===== config.mk =====
export PLATFORM = sky130hd
export DESIGN_NAME = mlds_ctrl
export DESIGN_NICKNAME = d
export VERILOG_FILES = /design/src/rtl/mlds_pkg.sv /design/src/rtl/mlds_ctrl.sv
export SDC_FILE = /design/constraint.sdc
export NUM_CORES = 1
export LEC_CHECK = 0
export ABC_AREA = 0
export BUFFER_PORTS_ARGS = -buffer_cell sky130_fd_sc_hd__buf_2
export CORE_MARGIN = 5
export CORE_UTILIZATION = 40
export DETAILED_ROUTE_END_ITERATION = 6
export PLACE_DENSITY = 0.69
export SYNTH_ARGS = -nofsm -noshare
export SYNTH_HDL_FRONTEND = slang
export SYNTH_SLANG_ARGS = --single-unit

===== constraint.sdc =====
create_clock -name clk_i -period 2.1 [get_ports clk_i]
set_input_delay 0.105 -clock clk_i [delete_from_list [all_inputs] [get_ports clk_i]]
set_output_delay 0.105 -clock clk_i [all_outputs]
set_load 0.02 [all_outputs]

===== src/rtl/mlds_pkg.sv =====
// package for the multi-light diffuse shader: payload structs, codes,
// light table word, controller/datapath command and status types
// no dependencies
package mlds_pkg;

  localparam int unsigned CH_W  = 16;
  localparam int unsigned VEC_W = 48;

  // input item
  typedef struct packed {
    logic [1:0]       mode;
    logic [1:0]       light_kind;
    logic [VEC_W-1:0] vec_a;
    logic [VEC_W-1:0] vec_b;
    logic [VEC_W-1:0] vec_c;
    logic [VEC_W-1:0] vec_d;
    logic [CH_W-1:0]  scalar_a;
    logic [CH_W-1:0]  scalar_b;
    logic             emissive_on;
    logic [3:0]       target_light;
    logic             enable_flag;
  } mlds_in_t;

  // result item
  typedef struct packed {
    logic [CH_W-1:0] color_r;
    logic [CH_W-1:0] color_g;
    logic [CH_W-1:0] color_b;
    logic [3:0]      light_index;
    logic [1:0]      status;
  } mlds_out_t;

  typedef enum logic [1:0] {
    MODE_ADD    = 2'd0,
    MODE_ENABLE = 2'd1,
    MODE_SHADE  = 2'd2,
    MODE_CLEAR  = 2'd3
  } mlds_mode_e;

  localparam logic [1:0] KIND_DIR   = 2'd0;
  localparam logic [1:0] KIND_POINT = 2'd1;

  localparam logic [1:0] ST_OK    = 2'd0;
  localparam logic [1:0] ST_FULL  = 2'd1;
  localparam logic [1:0] ST_RANGE = 2'd2;

  localparam logic CFG_AMB_RGB  = 1'b0;
  localparam logic CFG_AMB_GAIN = 1'b1;

  localparam logic [VEC_W-1:0] AMB_RGB_RST  = 48'h009A_0080_0066;
  localparam logic [CH_W-1:0]  AMB_GAIN_RST = 16'd154;

  // selector value that picks the attenuation divide
  localparam logic [1:0] SEL_ATTEN = 2'd3;

  // one light table entry
  typedef struct packed {
    logic [1:0]       kind;
    logic [VEC_W-1:0] pos;
    logic [VEC_W-1:0] dir;
    logic [VEC_W-1:0] rgb;
    logic [CH_W-1:0]  gain;
    logic [CH_W-1:0]  reach;
  } mlds_light_t;

  typedef enum logic [4:0] {
    OP_NOP,
    OP_CAPTURE,
    OP_ADD,
    OP_ENABLE,
    OP_CLEAR,
    OP_RESULT,
    OP_T_AMB,
    OP_T_FACTOR,
    OP_ACC_ALBEDO,
    OP_ACC_EMIS,
    OP_PTR_CLR,
    OP_PTR_INC,
    OP_DIFF,
    OP_SQ,
    OP_SQRT_START,
    OP_DIV_START,
    OP_DIV_STORE,
    OP_DOT,
    OP_NDOTL,
    OP_T_LGAIN,
    OP_T_NDOTL,
    OP_T_ATTEN
  } mlds_op_e;

  typedef struct packed {
    mlds_op_e   op;
    logic [1:0] sel;
  } mlds_cmd_t;

  typedef struct packed {
    logic       busy;
    logic       ptr_end;
    logic       light_on;
    logic [1:0] kind;
    logic       skip;
  } mlds_stat_t;

  function automatic logic [CH_W-1:0] chan16(logic [VEC_W-1:0] v, logic [1:0] k);
    logic [CH_W-1:0] c;
    unique case (k)
      2'd1:    c = v[31:16];
      2'd2:    c = v[47:32];
      default: c = v[15:0];
    endcase
    return c;
  endfunction

endpackage


===== src/rtl/mlds_ctrl.sv =====
// sequencer for the shader: walks the micro-op sequence of each item
// depends on mlds_pkg
module mlds_ctrl
  import mlds_pkg::*;
(
  input  logic       clk_i,
  input  logic       rst_ni,
  input  logic       in_valid_i,
  input  logic [1:0] mode_i,
  output logic       in_ready_o,
  output logic       out_valid_o,
  input  logic       out_ready_i,
  input  mlds_stat_t stat_i,
  output mlds_cmd_t  cmd_o
);

  typedef enum logic [4:0] {
    S_IDLE, S_EXEC, S_AMB0, S_AMB1, S_AMB2, S_EMIS, S_LCLR, S_LWAIT, S_LCHK,
    S_SQ, S_SQRT_GO, S_SQRT_WAIT, S_DIV_GO, S_DIV_WAIT, S_DOT, S_NDOTL,
    S_L0, S_L1, S_L2, S_L3, S_NEXT, S_FINISH
  } state_e;

  state_e     state_q, state_d;
  logic [1:0] cnt_q, cnt_d;
  mlds_mode_e mode_q, mode_d;
  logic       out_valid_q, out_valid_d;

  always_comb begin
    state_d     = state_q;
    cnt_d       = cnt_q;
    mode_d      = mode_q;
    out_valid_d = out_valid_q;
    cmd_o.op    = OP_NOP;
    cmd_o.sel   = cnt_q;
    in_ready_o  = 1'b0;
    if (out_valid_q && out_ready_i) begin
      out_valid_d = 1'b0;
    end
    unique case (state_q)
      S_IDLE: begin
        in_ready_o = 1'b1;
        if (in_valid_i) begin
          cmd_o.op = OP_CAPTURE;
          mode_d   = mlds_mode_e'(mode_i);
          cnt_d    = '0;
          state_d  = S_EXEC;
        end
      end
      S_EXEC: begin
        unique case (mode_q)
          MODE_ADD: begin
            cmd_o.op = OP_ADD;
            state_d  = S_FINISH;
          end
          MODE_ENABLE: begin
            cmd_o.op = OP_ENABLE;
            state_d  = S_FINISH;
          end
          MODE_CLEAR: begin
            cmd_o.op = OP_CLEAR;
            state_d  = S_FINISH;
          end
          default: state_d = S_AMB0;
        endcase
      end
      S_AMB0: begin
        cmd_o.op = OP_T_AMB;
        state_d  = S_AMB1;
      end
      S_AMB1: begin
        cmd_o.op = OP_T_FACTOR;
        state_d  = S_AMB2;
      end
      S_AMB2: begin
        cmd_o.op = OP_ACC_ALBEDO;
        state_d  = S_EMIS;
      end
      S_EMIS: begin
        cmd_o.op = OP_ACC_EMIS;
        if (cnt_q == 2'd2) begin
          cnt_d   = '0;
          state_d = S_LCLR;
        end else begin
          cnt_d   = cnt_q + 2'd1;
          state_d = S_AMB0;
        end
      end
      S_LCLR: begin
        cmd_o.op = OP_PTR_CLR;
        state_d  = S_LWAIT;
      end
      S_LWAIT: state_d = S_LCHK;
      S_LCHK: begin
        if (stat_i.ptr_end) begin
          state_d = S_FINISH;
        end else if (!stat_i.light_on ||
                     (stat_i.kind != KIND_DIR && stat_i.kind != KIND_POINT)) begin
          state_d = S_NEXT;
        end else begin
          cmd_o.op = OP_DIFF;
          cnt_d    = '0;
          state_d  = (stat_i.kind == KIND_DIR) ? S_DOT : S_SQ;
        end
      end
      S_SQ: begin
        cmd_o.op = OP_SQ;
        if (cnt_q == 2'd2) begin
          cnt_d   = '0;
          state_d = S_SQRT_GO;
        end else begin
          cnt_d = cnt_q + 2'd1;
        end
      end
      S_SQRT_GO: begin
        cmd_o.op = OP_SQRT_START;
        state_d  = S_SQRT_WAIT;
      end
      S_SQRT_WAIT: begin
        if (!stat_i.busy) begin
          cnt_d   = '0;
          state_d = stat_i.skip ? S_NEXT : S_DIV_GO;
        end
      end
      S_DIV_GO: begin
        cmd_o.op = OP_DIV_START;
        state_d  = S_DIV_WAIT;
      end
      S_DIV_WAIT: begin
        if (!stat_i.busy) begin
          cmd_o.op = OP_DIV_STORE;
          if (cnt_q == SEL_ATTEN) begin
            cnt_d   = '0;
            state_d = S_DOT;
          end else begin
            cnt_d   = cnt_q + 2'd1;
            state_d = S_DIV_GO;
          end
        end
      end
      S_DOT: begin
        cmd_o.op = OP_DOT;
        if (cnt_q == 2'd2) begin
          cnt_d   = '0;
          state_d = S_NDOTL;
        end else begin
          cnt_d = cnt_q + 2'd1;
        end
      end
      S_NDOTL: begin
        cmd_o.op = OP_NDOTL;
        cnt_d    = '0;
        state_d  = S_L0;
      end
      S_L0: begin
        cmd_o.op = OP_T_LGAIN;
        state_d  = S_L1;
      end
      S_L1: begin
        cmd_o.op = OP_T_NDOTL;
        state_d  = S_L2;
      end
      S_L2: begin
        cmd_o.op = OP_T_ATTEN;
        state_d  = S_L3;
      end
      S_L3: begin
        cmd_o.op = OP_ACC_ALBEDO;
        if (cnt_q == 2'd2) begin
          cnt_d   = '0;
          state_d = S_NEXT;
        end else begin
          cnt_d   = cnt_q + 2'd1;
          state_d = S_L0;
        end
      end
      S_NEXT: begin
        cmd_o.op = OP_PTR_INC;
        state_d  = S_LWAIT;
      end
      S_FINISH: begin
        if (!out_valid_q || out_ready_i) begin
          cmd_o.op    = OP_RESULT;
          out_valid_d = 1'b1;
          state_d     = S_IDLE;
        end
      end
      default: state_d = S_IDLE;
    endcase
  end

  always_ff @(posedge clk_i or negedge rst_ni) begin
    if (!rst_ni) begin
      state_q     <= S_IDLE;
      cnt_q       <= '0;
      mode_q      <= MODE_ADD;
      out_valid_q <= 1'b0;
    end else begin
      state_q     <= state_d;
      cnt_q       <= cnt_d;
      mode_q      <= mode_d;
      out_valid_q <= out_valid_d;
    end
  end

  assign out_valid_o = out_valid_q;

endmodule


==> metrics.cfg, run 1 <==
[run_status]
outcome = completed

[critical_path]
cp-endpoint = cmd_o[4]
critPathRequiredTime_ps = 2000
reg2reg_from = state_q[1]
critPathKind = reg2out
crit_path_start = state_q[0]
rr_endpoint = state_q[1]
worst_path_dominant_cell_family = compound AO/OA/AOI/OAI gates
end_kind = output port
cp-start-kind = register
rrSetupSlack_ps = 200
cpMaxStageDelayCell = dfrtp_2
crit_buf_inv = 2
slowest_delay_ps = 430
cp.arrival_ps = 1860
path_cells = buf_4, nand2_1, a211oi_1, a21oi_1, o221ai_1, buf_2
path_depth = 6
path_max_fanout = 8
worst_r2r_path_depth = 5

[place]
dp_cells = 225
placed_cell_area_um2 = 1434
globalplace.congestion = 0.9089
io_buffers = 20
hpwl_mm = 2.874
place_ws_ps = 154.9

[synthesis]
ys_seq_elements = 10
synth-async-reset-ratio = 1.000
seq_area_frac_synth = 0.1986
syn_nets = 177
yosysWarningCount = 0
synth_edf_count = 0
synth_cell_types = 52
synth_area_um2 = 1260
dominantRegCellSynth = dfrtp_1
synth_cells = 161
syn_area_per_cell_um2 = 7.826

[cells_and_area]
fin_nets = 203
ff_latch_area_um2 = 255.2
post-route-util = 0.4905
drive_above_1_share = 0.2796
finalNonFillerCells = 230
nFillCells = 287
multiInputGateArea_um2 = 913.4
fin_area_um2 = 1485
area_growth_pct = 17.87
diodes = 0

[sta]
fin_crit_ps = 1965
max_freq_mhz = 508.9
drv_slew = 0
grt_setup_unrepaired = no
setup_viol = 0
hold_viol_final = 0
worst_pin_slew_ps = 611.5
holdWs_ps = 79.88
finalSetupTns_ps = 0
fin_ws_ps = 135.0
finalCritPeriodShare = 0.9357
skew_ps = 0.3051
slew-limit-headroom = 0.5915

[clocking]
numCtsBuffers = 3
cts_root_buffer = clkbuf_4
clk_latency_ps = 260
post_cts_buffers = 0
cts_buffer_depth = 2
cts-htree-levels = 1
clk_pin_slew_ps = 70
clkSinkCount = 10
cts_tree = built

[die]
ios = 21
die_x_um = 66.13
initial_core_util = 0.4161
core_um2 = 3028
die-height_um = 66.13
die-area_um2 = 4373
fp-row-count = 20

[pwr]
p_sw_frac = 0.5182
combPwrFrac = 0.744
clkPwrFrac = 0.068
p_switching_mw = 1.336
power.leakage_nw = 0.6526
ir_drop_mv = 0.8087
p_total_mw = 2.578
p_int_mw = 1.242
power_density_nw_per_um2 = 1736
sequentialPowerShare = 0.188

[detailed_routing]
drtIter0Drc = 105
vias = 1355
drt_wl_total_mm = 3.777
drt_pass1_iterations = 4
drc = 0
vias_per_cell = 5.891
wire_per_inst_um = 16.42
ant_nets = 0

[global_route]
overflow = 0
grt_max_degree = 17
grtUsageTotal = 0.1796
grt_pass1_wl_mm = 6.216
grt_antenna_before_repair = 0
grt_pass1_vias = 1327

[job]
cap_violations = 0

[hold_path]
hold_class = in2reg

-- cell usage after synthesis (all sizes together) (2+ instances only) --
cell      n  area (µm²)
or2       2       12.51
ha        4       50.05
o22ai     2       12.51
a21o      2       15.01
and2      2       12.51
dfrtp    10       250.2
nor2b     8       50.05
o31a      2       17.52
a31oi     2       12.51
nand2    12       52.55
nor3b     3       22.52
o2111ai   2       17.52
o21a      3       22.52
inv       6       25.03
or3       3       18.77
a22oi     3       22.52
buf      11       67.57
mux2      9       112.6
mux2i     2       20.02
and3      2       12.51
nand3b    2       15.01
nand3     6       30.03
o31ai     2       15.01
a21oi    11       58.81
o221ai    3       26.28
nor2     19       71.32
nand2b    4       25.02
o2bb2ai   4       35.03
o21ai     4       20.02
nor3      2       10.01
-- flip-flops by register name, summed over array words and instances (netlist names) --
name and count:
out_valid_o 1, cnt_q 2, state_q 5, mode_q 2
-- worst register-to-register path, delay by kind of cell, from the launching register on --
kind               cells  cell delay (ps)
and+or+nand+nor        1              220
muxes                  1              310
AOI/OAI and AO/OA      3              740
DFF                    1              530
-- power by group through the flow --
| stage | combinational (mW) | sequential [mW] | clock (mW) |
|---|---|---|---|
| 6_report | 1.92 | 0.486 | 0.174 |
| 3_3_place_gp | 1.90 | 0.466 | 0 |
| 3_5_place_dp | 1.88 | 0.472 | 0 |
| 5_1_grt | 2.09 | 0.504 | 0.191 |
| 4_1_cts | 1.89 | 0.468 | 0.177 |
| 2_1_floorplan | 1.48 | 0.375 | 0 |
-- worst min path at each step --
stage	slack (ps)	from	end	cells after the start
floorplan	-190	rst_ni	cnt_q[0]	0
global placement	-20	rst_ni	state_q[1]	1
detailed placement	-20	rst_ni	mode_q[0]	1
CTS	80	mode_i[0]	mode_q[0]	2
global route	80	mode_i[0]	mode_q[0]	2
finish	80	mode_i[1]	mode_q[1]	2
-- repair_timing --
item	4_1_cts	5_1_grt
resized for setup	0	4
hold endpoints to repair	10	0
endpoints found under the setup margin	0	4
hold buffers	1	0
-- per-layer routing --
metal / up-vias / wire [µm] / global-route usage
li1: 640 / - / -
met1: 634 / 1609 / 0.2490
met2: 77 / 1768 / 0.2900
met3: 4 / 367 / 0.02891
met4: 0 / 32 / 0.04061
met5: - / 0 / 0
-- area by class of cell --
| type | count | area share |
|---|---|---|
| Tap cell | 44 | 0.03707 |
| Timing Repair Buffer | 33 | 0.1348 |
| Clock buffer | 4 | 0.02443 |
| Sequential cell | 10 | 0.1719 |
| Inverter | 6 | 0.01685 |
| Multi-Input combinational cell | 133 | 0.6150 |
-- cells in the final DEF (no fill, tap or decap), drive strengths merged, types with 2 or more instances in the layout --
cell | netlist | routed
dfrtp | 10 | 10
o2bb2ai | 4 | 4
or3 | 3 | 3
nor3 | 2 | 2
o31a | 2 | 2
and2 | 2 | 2
ha | 4 | 4
buf | 11 | 32
a21oi | 11 | 11
o21ai | 4 | 4
nand3 | 6 | 6
o221ai | 3 | 3
nor2b | 8 | 8
nor3b | 3 | 3
clkbuf | 1 | 4
and3 | 2 | 2
or2 | 2 | 2
nor2 | 19 | 19
a21o | 2 | 2
inv | 6 | 6
mux2i | 2 | 2
a31oi | 2 | 2
o21a | 3 | 3
nand2b | 4 | 4
o22ai | 2 | 2
a22oi | 3 | 3
nand2 | 12 | 12
o31ai | 2 | 2
nand3b | 2 | 2
mux2 | 9 | 9
o2111ai | 2 | 2
-- kinds of logic after synthesis --
| group | share of synthesized area |
|---|---|
| buffers and inverters | 0.07647 |
| DFF | 0.1986 |
| and+or+nand+nor | 0.2820 |
| AOI/OAI and AO/OA | 0.2840 |
| adders and majority gates | 0.03972 |
| muxes | 0.1053 |
| xor gates and xnor gates | 0.01391 |
Note: power is estimated with default switching activity, not from simulation.
==> run 2: changes to the inputs <==
--- a/config.mk
+++ b/config.mk
@@ -7,7 +7,7 @@
 export LEC_CHECK = 0
 export ABC_AREA = 0
 export BUFFER_PORTS_ARGS = -buffer_cell sky130_fd_sc_hd__buf_2
-export CORE_MARGIN = 5
+export CORE_ASPECT_RATIO = 1.75
 export CORE_UTILIZATION = 40
 export DETAILED_ROUTE_END_ITERATION = 6
 export PLACE_DENSITY = 0.69
==> run 2 against run 1 <==
Net effect:
- die area shrank 23%
- combinational power is essentially flat
- wire length up 3.3%
- critical path depth rose by 1
- clock power is 34% higher
- critical path type unchanged
==> metrics.cfg, run 2 (synthesized netlist as in run 1, its figures left out) <==
[hold_path]
whs_path_depth = 2  ; unchanged
whs_endpoint = mode_q[0]
hp-start = mode_i[0]
hold_class = in2reg

[global_route]
grt_pass1_wl_mm = 6.285  ; +1.1%
grt_pass1_vias = 1338  ; +0.83%
grt_antenna_before_repair = 0  ; unchanged
grtUsageTotal = 0.2468  ; +0.06720
overflow = 0  ; unchanged
grt_max_degree = 17  ; unchanged

[clocking]
clkSinkCount = 10  ; unchanged
clk_pin_slew_ps = 50  ; -20 ps
cts_buffer_depth = 2  ; unchanged
post_cts_buffers = 0  ; unchanged
cts-htree-levels = 1  ; unchanged
cts_tree = built
numCtsBuffers = 3  ; unchanged
clk_latency_ps = 230  ; -30 ps
cts_root_buffer = clkbuf_8

[pwr]
power.leakage_nw = 0.6504  ; -0.35%
ir_drop_mv = 1.150  ; +42%
power_density_nw_per_um2 = 1782  ; +2.6%

[cells_and_area]
layout_commonest_cell = buf_2
largest_register_ffs = 5  ; unchanged
area_growth_pct = 17.97  ; about the same
nFillCells = 282  ; -1.7%
drive_above_1_share = 0.2717  ; -0.007831
fin_nets = 201  ; -0.99%
diodes = 0  ; unchanged
multiInputGateArea_um2 = 913.4  ; unchanged
regMostFlops = state_q
final_cell_mix = 20 x buf_2, 19 x nor2_1, 11 x nand2_1
ff_latch_area_um2 = 255.2  ; unchanged
top_regs = state_q x5, cnt_q x2, mode_q x2

[sta]
holdWs_ps = 125.5  ; +45.63 ps
slew-limit-headroom = 0.5935  ; +0.002032
drv_slew = 0  ; unchanged
worst_pin_slew_ps = 608.4  ; -3.041 ps
finalSetupTns_ps = 0  ; unchanged
setup_viol = 0  ; unchanged
fin_crit_ps = 1962  ; -3.516 ps
finalCritPeriodShare = 0.9341  ; -0.001674
skew_ps = 4.551  ; +4.246 ps
max_freq_mhz = 509.8  ; +0.18%
hold_viol_final = 0  ; unchanged
grt_setup_unrepaired = no

[detailed_routing]
drtIter0Drc = 79  ; -25%
vias = 1382  ; +2.0%
drt_wl_total_mm = 3.902  ; +3.3%
ant_nets = 0  ; unchanged
wire_per_inst_um = 17.27  ; +5.1%
drc = 0  ; unchanged
vias_per_cell = 6.115  ; +3.8%
drt_pass1_iterations = 5  ; +1

[run_status]
outcome = completed

[critical_path]
cp-start-kind = register
reg2reg_from = state_q[0]
critPathRequiredTime_ps = 2000  ; about the same
end_kind = output port
rrSetupSlack_ps = 280  ; +80 ps
rr_endpoint = state_q[3]
path_max_fanout = 16  ; +8
worst_r2r_path_depth = 4  ; -1
critPathKind = reg2out
cp.arrival_ps = 1860  ; about the same

[die]
ios = 21  ; unchanged
die_x_um = 44.43  ; -33%
initial_core_util = 0.4256  ; +0.009497
fp-row-count = 26  ; +30%
core_um2 = 2960  ; -2.2%
die-area_um2 = 3387  ; -23%
die-height_um = 76.25  ; +15%

[place]
io_buffers = 20  ; unchanged
hpwl_mm = 3.003  ; +4.5%
globalplace.congestion = 0.9902  ; +8.9%

[job]
cap_violations = 0  ; unchanged

==> run 2: changes by cell type in the layout (fill, tap and decap cells not counted), sizes merged <==
cell	change
buf	-2
==> run 2: layout make-up <==
type	count	area share
repair buffers	31	0.1246
inverters	6	0.01683
clock buffers	4	0.03704
flip-flops and latches	10	0.1717
multi-input cells	133	0.6145
well taps	42	0.03535
==> run 2: worst max-delay path by stage <==
stage	startpoint	cells after the start	endpoint	slack [ps]
finish	state_q[3]	7	cmd_o[5]	140
floorplan	state_q[4]	6	cnt_q[0]	420
detailed placement	state_q[3]	6	state_q[1]	190
global placement	state_q[3]	6	state_q[1]	190
CTS	state_q[2]	6	cmd_o[2]	30
global route	state_q[3]	7	cmd_o[5]	0.3
==> run 2: layer usage <==
metal  GRT usage  vias up  part of all wire
met5           0        -                 0
met4      0.1758        0             0.068
met3     0.04028       24             0.056
met2      0.4059       91              0.53
met1      0.2703      632              0.35
li1            -      635                 -
==> run 2: critical path, cell delays in order (launching register included) <==
cell and delay [ps]:
dfrtp_2 530, buf_4 220, and2_1 230, nor2_1 60, o21a_1 160, a31oi_1 130, o221ai_1 130, buf_2 170
==> run 2: what timing repair did <==
item,CTS,global route
endpoints found under the hold margin,10,0
hold buffers,1,0
resized for setup,1,3
setup endpoints to repair,1,2
==> run 2: power breakdown <==
part / internal, mW / leakage, nW / switching [mW] / total [mW]
Sequential: 0.288 / 0.123 / 0.235 / 0.523
Clock: 0.164 / 0.0288 / 0.0689 / 0.233
Combinational: 0.831 / 0.498 / 1.06 / 1.89
==> run 2: stage by stage <==
stage | std cells | total power, mW | worst slack (ps) | instance area, µm² | utilization
finish | 226 | 2.648 | 138.5 | 1486 | 0.5021
global route | 226 | 2.842 | 0.3286 | 1486 | 0.5021
CTS | 226 | 2.609 | 27.69 | 1483 | 0.5008
detailed placement | 221 | 2.358 | 189.6 | 1416 | 0.4784
global placement | 221 | 2.342 | 191.7 | 1416 | 0.4784
floorplan | 161 | 1.851 | 416.9 | 1260 | -
==> run 3: changes to the inputs <==
--- a/config.mk
+++ b/config.mk
@@ -10,7 +10,7 @@
 export CORE_ASPECT_RATIO = 1.75
 export CORE_UTILIZATION = 40
 export DETAILED_ROUTE_END_ITERATION = 6
-export PLACE_DENSITY = 0.69
+export PLACE_DENSITY = 0.71
 export SYNTH_ARGS = -nofsm -noshare
 export SYNTH_HDL_FRONTEND = slang
 export SYNTH_SLANG_ARGS = --single-unit
==> constraint.sdc (replaced) <==
create_clock -name clk_i -period 1.6 [get_ports clk_i]
set_input_delay 0.08 -clock clk_i [delete_from_list [all_inputs] [get_ports clk_i]]
set_output_delay 0.08 -clock clk_i [all_outputs]
set_load 0.02 [all_outputs]
==> run 3 against run 2 <==
Net effect:
- the run now ends with negative setup slack left
- global-route usage up 12 points
- register-to-register slack worse by 470 ps
- non-clock buffer count up 56
- flip-flop and latch count unchanged
- first-iteration DRC count down 10%
- largest power group unchanged
- die area unchanged
- sequential power up 6.9%
==> metrics.cfg, run 3 (synthesized netlist as in run 1, its figures left out) <==
[critical_path]
slowest_delay_ps = 390  ; -140 ps
critPathRequiredTime_ps = 1520  ; -480 ps
rrSetupSlack_ps = -190  ; -470 ps
cp-start-kind = register
path_depth = 8  ; +1
crit_buf_inv = 3  ; +1
crit_path_start = state_q[0]
rr_endpoint = cnt_q[0]
path_max_fanout = 9  ; -7
critPathKind = reg2out
path_cells = buf_6, buf_8, and2_4, nor2_4, o21a_1, a31oi_2, o221ai_2, buf_4
cpMaxStageDelayCell = dfrtp_1
cp.arrival_ps = 1730  ; -130 ps
worst_r2r_path_depth = 6  ; +2
end_kind = output port
reg2reg_from = state_q[2]
cp-endpoint = cmd_o[5]
worst_path_dominant_cell_family = compound AO/OA/AOI/OAI gates

[cells_and_area]
regMostFlops = state_q
fin_nets = 257  ; +28%
diodes = 0  ; unchanged
top_regs = state_q x5, cnt_q x2, mode_q x2
largest_register_ffs = 5  ; unchanged
post-route-util = 0.7756  ; +0.2735
finalNonFillerCells = 282  ; +25%
area_growth_pct = 82.22
ff_latch_area_um2 = 256.5  ; +0.49%
drive_above_1_share = 0.6375  ; +0.3658
nFillCells = 190  ; -33%
fin_area_um2 = 2296  ; +54%
layout_commonest_cell = buf_4
multiInputGateArea_um2 = 1171  ; +28%
final_cell_mix = 46 x buf_4, 22 x buf_6, 14 x buf_2

[pwr]
ir_drop_mv = 1.683  ; +46%
combPwrFrac = 0.847  ; +0.132
p_int_mw = 3.131  ; +140%
p_switching_mw = 2.634  ; +93%
p_total_mw = 5.765  ; +120%
sequentialPowerShare = 0.097  ; -0.100
clkPwrFrac = 0.056  ; -0.032
power.leakage_nw = 1.037  ; +59%
power_density_nw_per_um2 = 2511  ; +41%
p_sw_frac = 0.4569  ; -0.05864

[detailed_routing]
wire_per_inst_um = 20.82  ; +21%
drt_pass1_iterations = 4  ; -1
drtIter0Drc = 71  ; -10%
vias = 1716  ; +24%
drt_wl_total_mm = 5.872  ; +50%
drc = 0  ; unchanged
ant_nets = 0  ; unchanged
vias_per_cell = 6.085  ; -0.49%

[die]
fp-row-count = 26  ; unchanged
core_um2 = 2960  ; unchanged
initial_core_util = 0.4256  ; unchanged
die-height_um = 76.25  ; unchanged
ios = 21  ; unchanged
die_x_um = 44.43  ; unchanged
die-area_um2 = 3387  ; unchanged

[sta]
max_freq_mhz = 553.9
fin_crit_ps = 1805
finalSetupTns_ps = -1806  ; -1806 ps
setup_viol = 11  ; +11
slew-limit-headroom = 0.7907  ; +0.1972
skew_ps = 1.158  ; -3.392 ps
fin_ws_ps = -205.3  ; -343.8 ps
drv_slew = 0  ; unchanged
worst_pin_slew_ps = 312.6  ; -295.8 ps
grt_setup_unrepaired = yes
finalCritPeriodShare = 1.128
hold_viol_final = 0  ; unchanged

[global_route]
grt_max_degree = 20  ; +3
grt_antenna_before_repair = 0  ; unchanged
overflow = 0  ; unchanged
grt_pass1_vias = 1803  ; +35%
grt_pass1_wl_mm = 9.218  ; +47%
grtUsageTotal = 0.3680  ; +0.1212

[place]
hpwl_mm = 3.797  ; +26%
globalplace.congestion = 1.073  ; +8.4%
placed_cell_area_um2 = 1715  ; +21%
dp_cells = 257  ; +16%
io_buffers = 20  ; unchanged

[clocking]
clkSinkCount = 10  ; unchanged
clk_pin_slew_ps = 50  ; about the same
cts-htree-levels = 1  ; unchanged
clk_latency_ps = 240  ; about the same
numCtsBuffers = 3  ; unchanged
cts_buffer_depth = 2  ; unchanged
cts_root_buffer = clkbuf_8
cts_tree = built

[run_status]
failed_checks = negative setup slack
outcome = finished with violations

[hold_path]
hold_class = in2reg
hp-start = mode_i[0]

[job]
cap_violations = 0  ; unchanged

run 3: timing repair:
action	4_1_cts	5_1_grt
endpoints found under the setup margin	15	14
hold buffers	1	0
pin swaps	14	7
hold endpoints to repair	10	0
resized for setup	69	25
buffers inserted	17	3
run 3: routing by layer:
| layer | vias up | GRT usage | part of all wire |
|---|---|---|---|
| met4 | 0 | 0.2364 | 0.075 |
| met5 | - | 0 | 0 |
| li1 | 754 | - | - |
| met3 | 40 | 0.03318 | 0.056 |
| met2 | 103 | 0.6235 | 0.52 |
| met1 | 819 | 0.4142 | 0.35 |
run 3: cell type report:
class                           count  area share
Multi-Input combinational cell    133      0.5101
Inverter                            6     0.01199
Timing Repair Buffer               87      0.3193
Clock buffer                        4     0.02398
Tap cell                           42     0.02289
Sequential cell                    10      0.1117
run 3: power by group through the flow:
stage / Clock, mW / Sequential (mW) / Combinational (mW)
floorplan: 0 / 0.507 / 2.01
global placement: 0 / 0.501 / 3.30
detailed placement: 0 / 0.508 / 3.34
CTS: 0.321 / 0.539 / 4.37
global route: 0.336 / 0.569 / 5.13
finish: 0.321 / 0.559 / 4.89
run 3: worst min path at each step:
stage / endpoint / slack [ps] / cells past startpoint
final: mode_q[0] / 70 / 2
after global routing: mode_q[0] / 70 / 2
after CTS: mode_q[0] / 80 / 2
after detailed placement: out_valid_o / -40 / 1
after global placement: out_valid_o / -50 / 1
after floorplan: cnt_q[0] / -220 / 0
run 3: metrics by stage:
stage	setup slack, ps	hold slack (ps)
final	-205.3	74.13
after global routing	-259.4	72.74
after CTS	-169.3	75.05
after detailed placement	-176.7	-44.05
after global placement	-163.3	-48.83
after floorplan	-40.06	-215.6
run 3: worst reg2reg max path: stages (launching register included):
cell       delay (ps)
dfrtp_2           450
buf_6             140
and2b_1           170
o31a_1            290
o2bb2ai_2         150
nand3b_1          140
mux2_4            320
